<file path="src/hdl/gsps_pkg.sv">
package gsps_pkg;

    localparam int unsigned GainW    = 16;
    localparam int unsigned SpeedW   = 15;
    localparam int unsigned TargetW  = 16;
    localparam int unsigned MagW     = 16;
    localparam int unsigned ErrW     = 17;
    localparam int unsigned SumW     = 16;
    localparam int unsigned SumRawW  = 18;
    localparam int unsigned DeW      = 18;
    localparam int unsigned ProdPW   = 34;
    localparam int unsigned ProdIW   = 33;
    localparam int unsigned ProdDW   = 35;
    localparam int unsigned AccW     = 37;
    localparam int unsigned FracW    = 16;
    localparam int unsigned LevelW   = 8;
    localparam int unsigned CfgIdxW  = 3;
    localparam int unsigned CfgDataW = 48;

    localparam logic [CfgIdxW-1:0] CFG_GAINS_FWD_HIGH = 3'd0;
    localparam logic [CfgIdxW-1:0] CFG_GAINS_FWD_LOW  = 3'd1;
    localparam logic [CfgIdxW-1:0] CFG_GAINS_REV_HIGH = 3'd2;
    localparam logic [CfgIdxW-1:0] CFG_GAINS_REV_LOW  = 3'd3;
    localparam logic [CfgIdxW-1:0] CFG_THRESHOLD      = 3'd4;
    localparam logic [CfgIdxW-1:0] CFG_INT_LIMIT      = 3'd5;

    localparam logic [SpeedW-1:0] THRESHOLD_RST = 15'd2400;
    localparam logic [SpeedW-1:0] LIMIT_RST     = 15'd16000;

    typedef struct packed {
        logic [GainW-1:0] kp;
        logic [GainW-1:0] ki;
        logic [GainW-1:0] kd;
    } t_gains;

endpackage

</file>
<file path="src/hdl/gsps_cfg.sv">
module gsps_cfg (
    input  logic                           i_clk,
    input  logic                           i_rst_n,
    input  logic                           i_cfg_write,
    input  logic [gsps_pkg::CfgIdxW-1:0]   i_cfg_index,
    input  logic [gsps_pkg::CfgDataW-1:0]  i_cfg_data,
    input  logic                           i_reverse,
    input  logic [gsps_pkg::MagW-1:0]      i_mag,
    output gsps_pkg::t_gains               o_gains,
    output logic [gsps_pkg::SpeedW-1:0]    o_limit
);
    import gsps_pkg::*;

    t_gains              r_gains_fwd_high;
    t_gains              r_gains_fwd_low;
    t_gains              r_gains_rev_high;
    t_gains              r_gains_rev_low;
    logic [SpeedW-1:0]   r_threshold;
    logic [SpeedW-1:0]   r_limit;
    logic                high;

    always_ff @(posedge i_clk) begin
        if (!i_rst_n) begin
            r_gains_fwd_high <= '0;
            r_gains_fwd_low  <= '0;
            r_gains_rev_high <= '0;
            r_gains_rev_low  <= '0;
            r_threshold      <= THRESHOLD_RST;
            r_limit          <= LIMIT_RST;
        end else if (i_cfg_write) begin
            case (i_cfg_index)
                CFG_GAINS_FWD_HIGH: r_gains_fwd_high <= t_gains'(i_cfg_data);
                CFG_GAINS_FWD_LOW:  r_gains_fwd_low  <= t_gains'(i_cfg_data);
                CFG_GAINS_REV_HIGH: r_gains_rev_high <= t_gains'(i_cfg_data);
                CFG_GAINS_REV_LOW:  r_gains_rev_low  <= t_gains'(i_cfg_data);
                CFG_THRESHOLD:      r_threshold      <= i_cfg_data[SpeedW-1:0];
                CFG_INT_LIMIT:      r_limit          <= i_cfg_data[SpeedW-1:0];
                default: ;
            endcase
        end
    end

    assign high = (i_mag >= {1'b0, r_threshold});

    always_comb begin
        case ({i_reverse, high})
            2'b00:   o_gains = r_gains_fwd_low;
            2'b01:   o_gains = r_gains_fwd_high;
            2'b10:   o_gains = r_gains_rev_low;
            default: o_gains = r_gains_rev_high;
        endcase
    end

    assign o_limit = r_limit;

endmodule

</file>
<file path="src/hdl/gsps_err.sv">
module gsps_err (
    input  logic                                i_clk,
    input  logic                                i_rst_n,
    input  logic                                i_load,
    input  logic [gsps_pkg::MagW-1:0]           i_mag,
    input  logic [gsps_pkg::SpeedW-1:0]         i_meas,
    input  logic [gsps_pkg::SpeedW-1:0]         i_limit,
    output logic signed [gsps_pkg::ErrW-1:0]    o_err,
    output logic signed [gsps_pkg::SumW-1:0]    o_sum,
    output logic signed [gsps_pkg::DeW-1:0]     o_de
);
    import gsps_pkg::*;

    logic signed [SumW-1:0]    r_error_sum;
    logic signed [ErrW-1:0]    r_previous_error;
    logic signed [ErrW-1:0]    err;
    logic signed [SumRawW-1:0] raw_sum;
    logic signed [SumRawW-1:0] lim_s;
    logic signed [SumRawW-1:0] sum_c;

    assign err     = $signed({1'b0, i_mag}) - $signed({2'b00, i_meas});
    assign raw_sum = SumRawW'(r_error_sum) + SumRawW'(err);
    assign lim_s   = $signed({3'b000, i_limit});

    always_comb begin
        if (raw_sum > lim_s) begin
            sum_c = lim_s;
        end else if (raw_sum < -lim_s) begin
            sum_c = -lim_s;
        end else begin
            sum_c = raw_sum;
        end
    end

    assign o_err = err;
    assign o_sum = sum_c[SumW-1:0];
    assign o_de  = DeW'(err) - DeW'(r_previous_error);

    always_ff @(posedge i_clk) begin
        if (!i_rst_n) begin
            r_error_sum      <= '0;
            r_previous_error <= '0;
        end else if (i_load) begin
            r_error_sum      <= sum_c[SumW-1:0];
            r_previous_error <= err;
        end
    end

endmodule

</file>
<file path="src/hdl/gsps_mac.sv">
module gsps_mac (
    input  logic                               i_clk,
    input  logic                               i_load,
    input  gsps_pkg::t_gains                   i_gains,
    input  logic signed [gsps_pkg::ErrW-1:0]   i_err,
    input  logic signed [gsps_pkg::SumW-1:0]   i_sum,
    input  logic signed [gsps_pkg::DeW-1:0]    i_de,
    output logic [gsps_pkg::LevelW-1:0]        o_level
);
    import gsps_pkg::*;

    logic signed [GainW:0]    kp_s;
    logic signed [GainW:0]    ki_s;
    logic signed [GainW:0]    kd_s;
    logic signed [ProdPW-1:0] r_prod_p;
    logic signed [ProdIW-1:0] r_prod_i;
    logic signed [ProdDW-1:0] r_prod_d;
    logic signed [AccW-1:0]   acc;

    assign kp_s = $signed({1'b0, i_gains.kp});
    assign ki_s = $signed({1'b0, i_gains.ki});
    assign kd_s = $signed({1'b0, i_gains.kd});

    always_ff @(posedge i_clk) begin
        if (i_load) begin
            r_prod_p <= ProdPW'(kp_s) * ProdPW'(i_err);
            r_prod_i <= ProdIW'(ki_s) * ProdIW'(i_sum);
            r_prod_d <= ProdDW'(kd_s) * ProdDW'(i_de);
        end
    end

    assign acc = AccW'(r_prod_p) + AccW'(r_prod_i) + AccW'(r_prod_d);

    always_comb begin
        if (acc[AccW-1]) begin
            o_level = '0;
        end else if (|acc[AccW-2:FracW+LevelW]) begin
            o_level = '1;
        end else begin
            o_level = acc[FracW+LevelW-1:FracW];
        end
    end

endmodule

</file>
<file path="src/hdl/gain_scheduled_pid_speed.sv">
// Gain-scheduled PID speed controller with integral clamp.
//
// Input channel: i_in_valid / o_in_stall carry one control tick item
// (i_target_speed signed, i_measured_speed unsigned, both 1/16 rpm).
// Output channel: o_out_valid / i_out_stall carry one result item
// (o_drive_level 0..255, o_reverse_dir). A zero setpoint is taken and
// dropped: it gives no result and leaves the controller state alone.
// Configuration: i_cfg_valid with i_cfg_index / i_cfg_data; o_cfg_ready is
// always high. Write only while no item is in flight.
//
// Throughput: one item per cycle while the output is not stalled. A result
// passes through the input, error, product and output registers in turn.
// The error sum and previous error update as an item enters the error
// registers, so the next item behind it sees the updated values.
// Reset clears all stages and state, gains to zero, threshold to 2400 and
// integral limit to 16000. A stalled result holds; earlier stages keep
// filling behind it, and o_in_stall rises only when every stage is full.
module gain_scheduled_pid_speed (
    input  logic                                 i_clk,
    input  logic                                 i_rst_n,
    input  logic                                 i_in_valid,
    output logic                                 o_in_stall,
    input  logic signed [gsps_pkg::TargetW-1:0]  i_target_speed,
    input  logic [gsps_pkg::SpeedW-1:0]          i_measured_speed,
    output logic                                 o_out_valid,
    input  logic                                 i_out_stall,
    output logic [gsps_pkg::LevelW-1:0]          o_drive_level,
    output logic                                 o_reverse_dir,
    input  logic                                 i_cfg_valid,
    output logic                                 o_cfg_ready,
    input  logic [gsps_pkg::CfgIdxW-1:0]         i_cfg_index,
    input  logic [gsps_pkg::CfgDataW-1:0]        i_cfg_data
);
    import gsps_pkg::*;

    logic                    r_v1;
    logic [MagW-1:0]         r_mag;
    logic [SpeedW-1:0]       r_meas;
    logic                    r_rev1;

    logic                    r_v2;
    logic                    r_rev2;
    t_gains                  r_gains;
    logic signed [ErrW-1:0]  r_err;
    logic signed [SumW-1:0]  r_sum;
    logic signed [DeW-1:0]   r_de;

    logic                    r_v3;
    logic                    r_rev3;

    logic                    r_v4;
    logic                    r_rev4;
    logic [LevelW-1:0]       r_level;

    logic                    free1, free2, free3, free4;
    logic                    mv1, mv2, mv3;
    logic                    in_acc;
    logic [MagW-1:0]         n_mag;
    t_gains                  gains;
    logic [SpeedW-1:0]       limit;
    logic signed [ErrW-1:0]  err;
    logic signed [SumW-1:0]  sum;
    logic signed [DeW-1:0]   de;
    logic [LevelW-1:0]       level;

    assign free4 = !r_v4 || !i_out_stall;
    assign mv3   = r_v3 && free4;
    assign free3 = !r_v3 || mv3;
    assign mv2   = r_v2 && free3;
    assign free2 = !r_v2 || mv2;
    assign mv1   = r_v1 && free2;
    assign free1 = !r_v1 || mv1;

    assign o_in_stall  = !free1;
    assign o_cfg_ready = 1'b1;
    assign in_acc      = i_in_valid && free1;

    assign n_mag = i_target_speed[TargetW-1] ? MagW'(-i_target_speed)
                                             : MagW'(i_target_speed);

    gsps_cfg u_cfg (
        .i_clk       (i_clk),
        .i_rst_n     (i_rst_n),
        .i_cfg_write (i_cfg_valid && o_cfg_ready),
        .i_cfg_index (i_cfg_index),
        .i_cfg_data  (i_cfg_data),
        .i_reverse   (r_rev1),
        .i_mag       (r_mag),
        .o_gains     (gains),
        .o_limit     (limit)
    );

    gsps_err u_err (
        .i_clk   (i_clk),
        .i_rst_n (i_rst_n),
        .i_load  (mv1),
        .i_mag   (r_mag),
        .i_meas  (r_meas),
        .i_limit (limit),
        .o_err   (err),
        .o_sum   (sum),
        .o_de    (de)
    );

    gsps_mac u_mac (
        .i_clk   (i_clk),
        .i_load  (mv2),
        .i_gains (r_gains),
        .i_err   (r_err),
        .i_sum   (r_sum),
        .i_de    (r_de),
        .o_level (level)
    );

    always_ff @(posedge i_clk) begin
        if (!i_rst_n) begin
            r_v1 <= 1'b0;
            r_v2 <= 1'b0;
            r_v3 <= 1'b0;
            r_v4 <= 1'b0;
        end else begin
            if (free1) begin
                r_v1 <= i_in_valid && (i_target_speed != '0);
            end
            if (free2) begin
                r_v2 <= r_v1;
            end
            if (free3) begin
                r_v3 <= r_v2;
            end
            if (free4) begin
                r_v4 <= r_v3;
            end
        end
    end

    always_ff @(posedge i_clk) begin
        if (in_acc) begin
            r_mag  <= n_mag;
            r_meas <= i_measured_speed;
            r_rev1 <= i_target_speed[TargetW-1];
        end
        if (mv1) begin
            r_gains <= gains;
            r_err   <= err;
            r_sum   <= sum;
            r_de    <= de;
            r_rev2  <= r_rev1;
        end
        if (mv2) begin
            r_rev3 <= r_rev2;
        end
        if (mv3) begin
            r_level <= level;
            r_rev4  <= r_rev3;
        end
    end

    assign o_out_valid   = r_v4;
    assign o_drive_level = r_level;
    assign o_reverse_dir = r_rev4;

    a_zero_dropped: assert property (@(posedge i_clk) disable iff (!i_rst_n)
        (in_acc && (i_target_speed == '0)) |=> !r_v1)
        else $error("zero setpoint entered the pipeline");

    a_sum_clamped: assert property (@(posedge i_clk) disable iff (!i_rst_n)
        r_v2 |-> ((r_sum <= $signed({1'b0, limit})) && (r_sum >= -$signed({1'b0, limit}))))
        else $error("integral sum outside clamp");

    a_stall_full: assert property (@(posedge i_clk) disable iff (!i_rst_n)
        o_in_stall |-> (r_v1 && r_v2 && r_v3 && r_v4))
        else $error("input stalled with an empty stage");

    a_hold_stage1: assert property (@(posedge i_clk) disable iff (!i_rst_n)
        (r_v1 && !free2) |=> (r_v1 && $stable(r_mag) && $stable(r_meas)))
        else $error("blocked item in first stage changed");

endmodule
</file>
<file path="config.mk">
export PLATFORM = sky130hd
export DESIGN_NAME = gain_scheduled_pid_speed
export DESIGN_NICKNAME = d
export VERILOG_FILES = /design/src/hdl/gsps_pkg.sv /design/src/hdl/gsps_cfg.sv /design/src/hdl/gsps_err.sv /design/src/hdl/gsps_mac.sv /design/src/hdl/gain_scheduled_pid_speed.sv
export SDC_FILE = /design/constraint.sdc
export NUM_CORES = 2
export LEC_CHECK = 0
export ABC_AREA = 0
export BUFFER_PORTS_ARGS = -buffer_cell sky130_fd_sc_hd__buf_2
export CORE_MARGIN = 1
export CORE_UTILIZATION = 59
export DETAILED_ROUTE_END_ITERATION = 8
export PLACE_DENSITY = 0.81
export SLEW_MARGIN = 15
export SYNTH_ARGS = -nofsm -noshare
export SYNTH_HDL_FRONTEND = slang
export SYNTH_SLANG_ARGS = --single-unit
</file>
<file path="constraint.sdc">
create_clock -name i_clk -period 6.24 [get_ports i_clk]
set_clock_uncertainty 0.2 [all_clocks]
set_input_delay 1.248 -clock i_clk [delete_from_list [all_inputs] [get_ports i_clk]]
set_output_delay 1.248 -clock i_clk [all_outputs]
set_load 0.05 [all_outputs]
</file>
After elaboration in Yosys (flattened, before gate mapping):

Index checks and enable logic that the tools add are counted.

* $add $sub $neg: 7
* multipliers: 3
* $lt $le $gt $ge: 3
* equal/unequal tests: 7
* muxes and demuxes: 5
* reduce and logical (&&, ||, !) cells: 25

Operators with widths (number)
* case mux 48 bit (3 select lines): 1
* adder 35 x 35 -> 36 bit: 1
* adder 34 x 33 -> 35 bit: 1
* multiplier 17 x 18 -> 35 bit: 1
* multiplier 17 x 17 -> 34 bit: 1
* multiplier 17 x 16 -> 33 bit: 1
* 2-to-1 mux 16 bit: 2
* adder 16 x 17 -> 18 bit: 1
* greater-than comparator 18 x 16 -> 1 bit: 1
* < comparator 18 bit: 1
* negator 15 -> 18 bit: 1
* subtractor 17 x 17 -> 18 bit: 1
* subtractor 16 x 15 -> 17 bit: 1
* >= comparator 16 x 15 -> 1 bit: 1
* negator 16 bit: 1
* nonzero test 16 bit: 1
* 2-to-1 mux 15 bit: 1
* AND reduction 2 bit: 6
* OR reduction 12 bit: 1
* 2-to-1 mux 8 bit: 1
* == test 3 x 2 -> 1 bit, second input constant: 2
* == test 3 bit, second input constant: 2
* logical NOT 1 bit: 6
* logical AND 1 bit: 5
* other kinds (6): 9

* flip-flop bits (word level): 503
* output and inout bits: 12
* logic and storage cells: 87

Logic depth before layout (Yosys ltp):

* word-level depth: 9
* depth in mapped cells: 32
* gate-level depth less buffers: 29

Modules after synthesis:

Synthesis repeated with hierarchy kept, for this count alone.

* cells, all modules: 5962
* area total of the unflattened synthesis: 55356.8 um^2

By module, submodules not included
* gsps_mac: times used 1, cells an instance 3669, area an instance 34264.1 um^2
* gsps_cfg: times used 1, cells an instance 1395, area an instance 11051.8 um^2
* gsps_err: times used 1, cells an instance 694, area an instance 5257.5 um^2
* gain_scheduled_pid_speed: times used 1, cells an instance 204, area an instance 4783.3 um^2

Least setup slack after synthesis:

OpenSTA, ideal clock, no wires.

* path kind: input -> register
* from: input port i_out_stall
* to: register r_rev3 (enable)
* data arrival time: 6.033 ns
* data required time: 5.462 ns
* slack: -0.571 ns
* cell stages on the path: 2
* path through: and3_1 nor2b_1

* word-level cells in the longest chain between the ends: 5

RTL lines
* from (decl): line gain_scheduled_pid_speed.sv:26 `input logic i_out_stall,`
* logical NOT 1 bit: line gain_scheduled_pid_speed.sv:66 `assign free4 = !r_v4 || !i_out_stall;`
* logical OR 1 bit: line gain_scheduled_pid_speed.sv:66
* logical AND 1 bit: line gain_scheduled_pid_speed.sv:67 `assign mv3 = r_v3 && free4;`
* logical OR 1 bit: line gain_scheduled_pid_speed.sv:68 `assign free3 = !r_v3 || mv3;`
* logical AND 1 bit: line gain_scheduled_pid_speed.sv:69 `assign mv2 = r_v2 && free3;`
* net mv2: line gain_scheduled_pid_speed.sv:56 `logic mv1, mv2, mv3;`
* to (signal assigned): line gain_scheduled_pid_speed.sv:151 `r_rev3 <= r_rev2;`
* to (decl): line gain_scheduled_pid_speed.sv:49 `logic r_rev3;`

The timed path passes the listed nets, and every way through them passes these cells.
A chain may end at the register's enable or synchronous reset.

Final worst setup path:

* from: register r_meas[0]
* to: register u_err.r_error_sum[9]

* word-level cells in the longest chain between the ends: 5
* elaborated cells on any way between the ends: 6
* those cells by class: add/sub: 2; order compare: 2; mux: 2

RTL lines
* from (decl): line gain_scheduled_pid_speed.sv:38 `logic [SpeedW-1:0] r_meas;`
* from (signal assigned): line gain_scheduled_pid_speed.sv:140 `r_meas <= i_measured_speed;`
* subtractor 16 x 15 -> 17 bit *: line gsps_err.sv:21 `assign err = $signed({1'b0, i_mag}) - $signed({2'b00, i_meas});`
* net err[10]: line gain_scheduled_pid_speed.sv:61 `logic signed [ErrW-1:0] err;`
* adder 16 x 17 -> 18 bit *: line gsps_err.sv:22 `assign raw_sum = SumRawW'(r_error_sum) + SumRawW'(err);`
* < comparator 18 bit: line gsps_err.sv:28 `end else if (raw_sum < -lim_s) begin`
* 2-to-1 mux 16 bit: line gsps_err.sv:28
* 2-to-1 mux 16 bit *: line gsps_err.sv:26 `if (raw_sum > lim_s) begin`
* net sum[9]: line gain_scheduled_pid_speed.sv:62 `logic signed [SumW-1:0] sum;`
* to (signal assigned): line gsps_err.sv:44 `r_error_sum <= sum_c[SumW-1:0];`
* to (decl): line gsps_err.sv:14 `logic signed [SumW-1:0] r_error_sum;`

Mark *: on every way through the listed nets, which the timed path passes. The rest lies on a longest branch.

==> qor.csv <==
metric,value,unit
Die X,303.0,um
Layout area overhead,19.91,%
Synth Flop Type,dfxtp_1,
crit path launch type,flop,
Worst Tran Pin Value,924.5,ps
full die area,91820,sq um
CTS tree,yes,
initial antenna violation count,2,
Ys Warns,0,
largest net degree at the start of global routing,140,
"CTS clk-pin slew, worst paths",70,ps
Worst slew margin,37.92,%
Hold Fails Final Rpt,0,
Total Wirelength,148700,um
fin. max-slew vios,0,
clock latency on the worst-skew pair,660,ps
status,finished with violations,
critical path type,flop to flop,
reg2reg end,u_err.r_error_sum[9],
GRT Util Overall,31.86,%
initial core utilization,59.48,%
critical path's largest stage delay,420,ps
fraction of layout cells with a size suffix above 1,21.45,%
Ant. Diodes,0,
Synth top area share,27.45,%
Residual DRC,0,
Post-Syn Area per Cell,9.603,sq um
initial DRC count,3637,
Via Count,42570,
most frequent cells after synthesis,"nand2_1, inv_1, fa_1",
Yosys reg bits,503,
deepest clock path buffer count,3,
RSZ-0062 raised after global routing,true,
WP data arrival,7070,ps
die height,303.0,um
CP Max Fanout,6,
failing checks,setup timing,
fin crit share,107.4,%
Hold Crit Depth,0,
num ports,99,
TritonCTS Buffers,55,
GRT Residual Overflow,0,
"count leader, synth",nand2_1,
cell count after synthesis,5567,
top post-synthesis cells by area,"fa_1, edfxtp_1, ha_1",
R2R Path Start,r_meas[0],
Antenna Violating Nets Remaining,0,
R2R Setup Slk,-460,ps
class of the worst hold path,flop to flop,
"Seq/Total Area, Yosys",23.40,%
"EDFF count, synth",244,
hold path start,r_rev2,
max-cap violations,0,
post-DP HPWL,108100,um
vias in the first global route,44430,
Worst setup EP type,flop,
Yosys top cell by area,fa_1,
# setup viols final,57,
Mapped Nets,6857,
core area,89870,sq um
"Slowest-stage cell, CP",edfxtp_1,
Worst EP required,6610,ps
PortBufs,97,
reg2reg path depth,28,
Hold Crit Endpoint,r_rev3,
Final #Nets,7426,
async set-or-reset flop fraction in the synthesized netlist,0,%
Root Buffer Master,clkbuf_16,
global-route wire length before repair,230300,um
Syn Std Cell Area,53460,sq um
TritonRoute pass-1 iters,6,
drt via density,5.788,
min cycle time layout,6702,ps
RePlAce Congestion,0.9524,
Yosys cell types,88,
clk sinks,503,
H-tree depth,2,
Fmax,149.2,MHz
wire per inst,20.23,um
# rows,110,
# fillers,5736,
post-route setup slack,-462.3,ps
final core utilization,71.33,%
## flip-flops by register name, indices dropped and copies added, names as in the netlist, 8 cells and up
name	cells
u_cfg.r_gains_rev_high	48
r_mag	16
u_mac.r_prod_p	34
u_mac.r_prod_i	33
r_sum	16
r_gains	48
u_mac.r_prod_d	35
u_err.r_previous_error	17
r_meas	15
r_err	17
u_cfg.r_threshold	15
u_cfg.r_gains_fwd_low	48
o_drive_level	8
u_err.r_error_sum	16
u_cfg.r_gains_rev_low	48
r_de	18
u_cfg.r_gains_fwd_high	48
u_cfg.o_limit	15
## repair_timing
item                                    4_1_cts  5_1_grt
hold buffers                                  0        0
gates cloned                                  4        0
endpoints found under the setup margin       69       77
setup buffers                               125       49
gates resized for setup                     337      230
pin swaps                                   242      173
## per-layer routing
layer	GRT usage [%]	up-vias	wire length, um
met1	39.74	20980	55510
met2	53.85	2149	72090
met4	15.61	2	8581
met3	5.206	560	12560
met5	0	-	8
li1	-	18870	-
## stage by stage
stage / hold slack (ps) / setup TNS [ps] / instance area (sq um) / std cells / setup slack (ps)
6_report: 236.4 / -10980 / 64100 / 7354 / -462.3
5_1_grt: 268.7 / -20100 / 64100 / 7354 / -606.8
4_1_cts: 244.5 / -3037 / 62820 / 7314 / -384.1
3_5_place_dp: 230.1 / -12110 / 58550 / 7095 / -578.8
3_3_place_gp: 220.2 / -5670 / 58550 / 7095 / -493.1
2_1_floorplan: 200.3 / -125.6 / 53830 / 5567 / -125.6
## area by class of cell
type,instances,area (sq um),share of cell area (%)
Clock buffer,65,1444,2.252
Clock inverter,34,429.2,0.6695
Timing Repair Buffer,738,5858,9.138
Sequential cell,503,12510,19.52
Tap cell,1176,1471,2.295
Inverter,934,3508,5.473
Multi-Input combinational cell,3904,38880,60.65
## layout by cell type (no fill, tap or decap), drive strengths merged, types with 35 or more instances in the layout
| master | n |
|---|---|
| inv | 940 |
| nand2 | 937 |
| buf | 738 |
| fa | 733 |
| ha | 470 |
| and2 | 407 |
| dfxtp | 259 |
| edfxtp | 244 |
| a21boi | 230 |
| a21oi | 142 |
| nor2 | 131 |
| xnor2 | 124 |
| o21ai | 87 |
| clkbuf | 65 |
| a21o | 63 |
| nand3 | 56 |
| mux4 | 48 |
| xor2 | 39 |
| nor2b | 38 |
| nand2b | 37 |
| o21a | 36 |
| nor3 | 35 |
## cells by family after synthesis
logic type,synth area share (%)
AND/OR/NAND/NOR,15.32
adder cells (fa/ha/maj),38.47
buffers and inverters,8.194
AO/OA/AOI/OAI,9.725
flip-flops,23.40
XOR/XNOR,2.671
multiplexers,2.209
other,0.007015
## critical path, delay by kind of cell, from the launching register on
family,cells,cell delay (ps)
xor gates and xnor gates,2,470
adders and majority gates,4,1250
DFF,1,420
and+or+nand+nor,6,790
AOI/OAI and AO/OA,15,3300
buffers and inverters,1,180
## worst max-delay path by stage
stage	cells past startpoint	end	slack, ps	from
floorplan	23	u_mac.r_prod_p[33]	-130	r_err[5]
global placement	22	u_mac.r_prod_p[33]	-490	r_err[5]
detailed placement	22	u_mac.r_prod_p[33]	-580	r_err[5]
CTS	22	u_mac.r_prod_p[33]	-380	r_gains[41]
global route	23	u_mac.r_prod_d[31]	-610	r_gains[5]
finish	28	u_err.r_error_sum[9]	-460	r_meas[0]
Power is left out: the tool's default activity adds up to more than one toggle a clock period on the data nets, which glitch-free logic cannot reach.
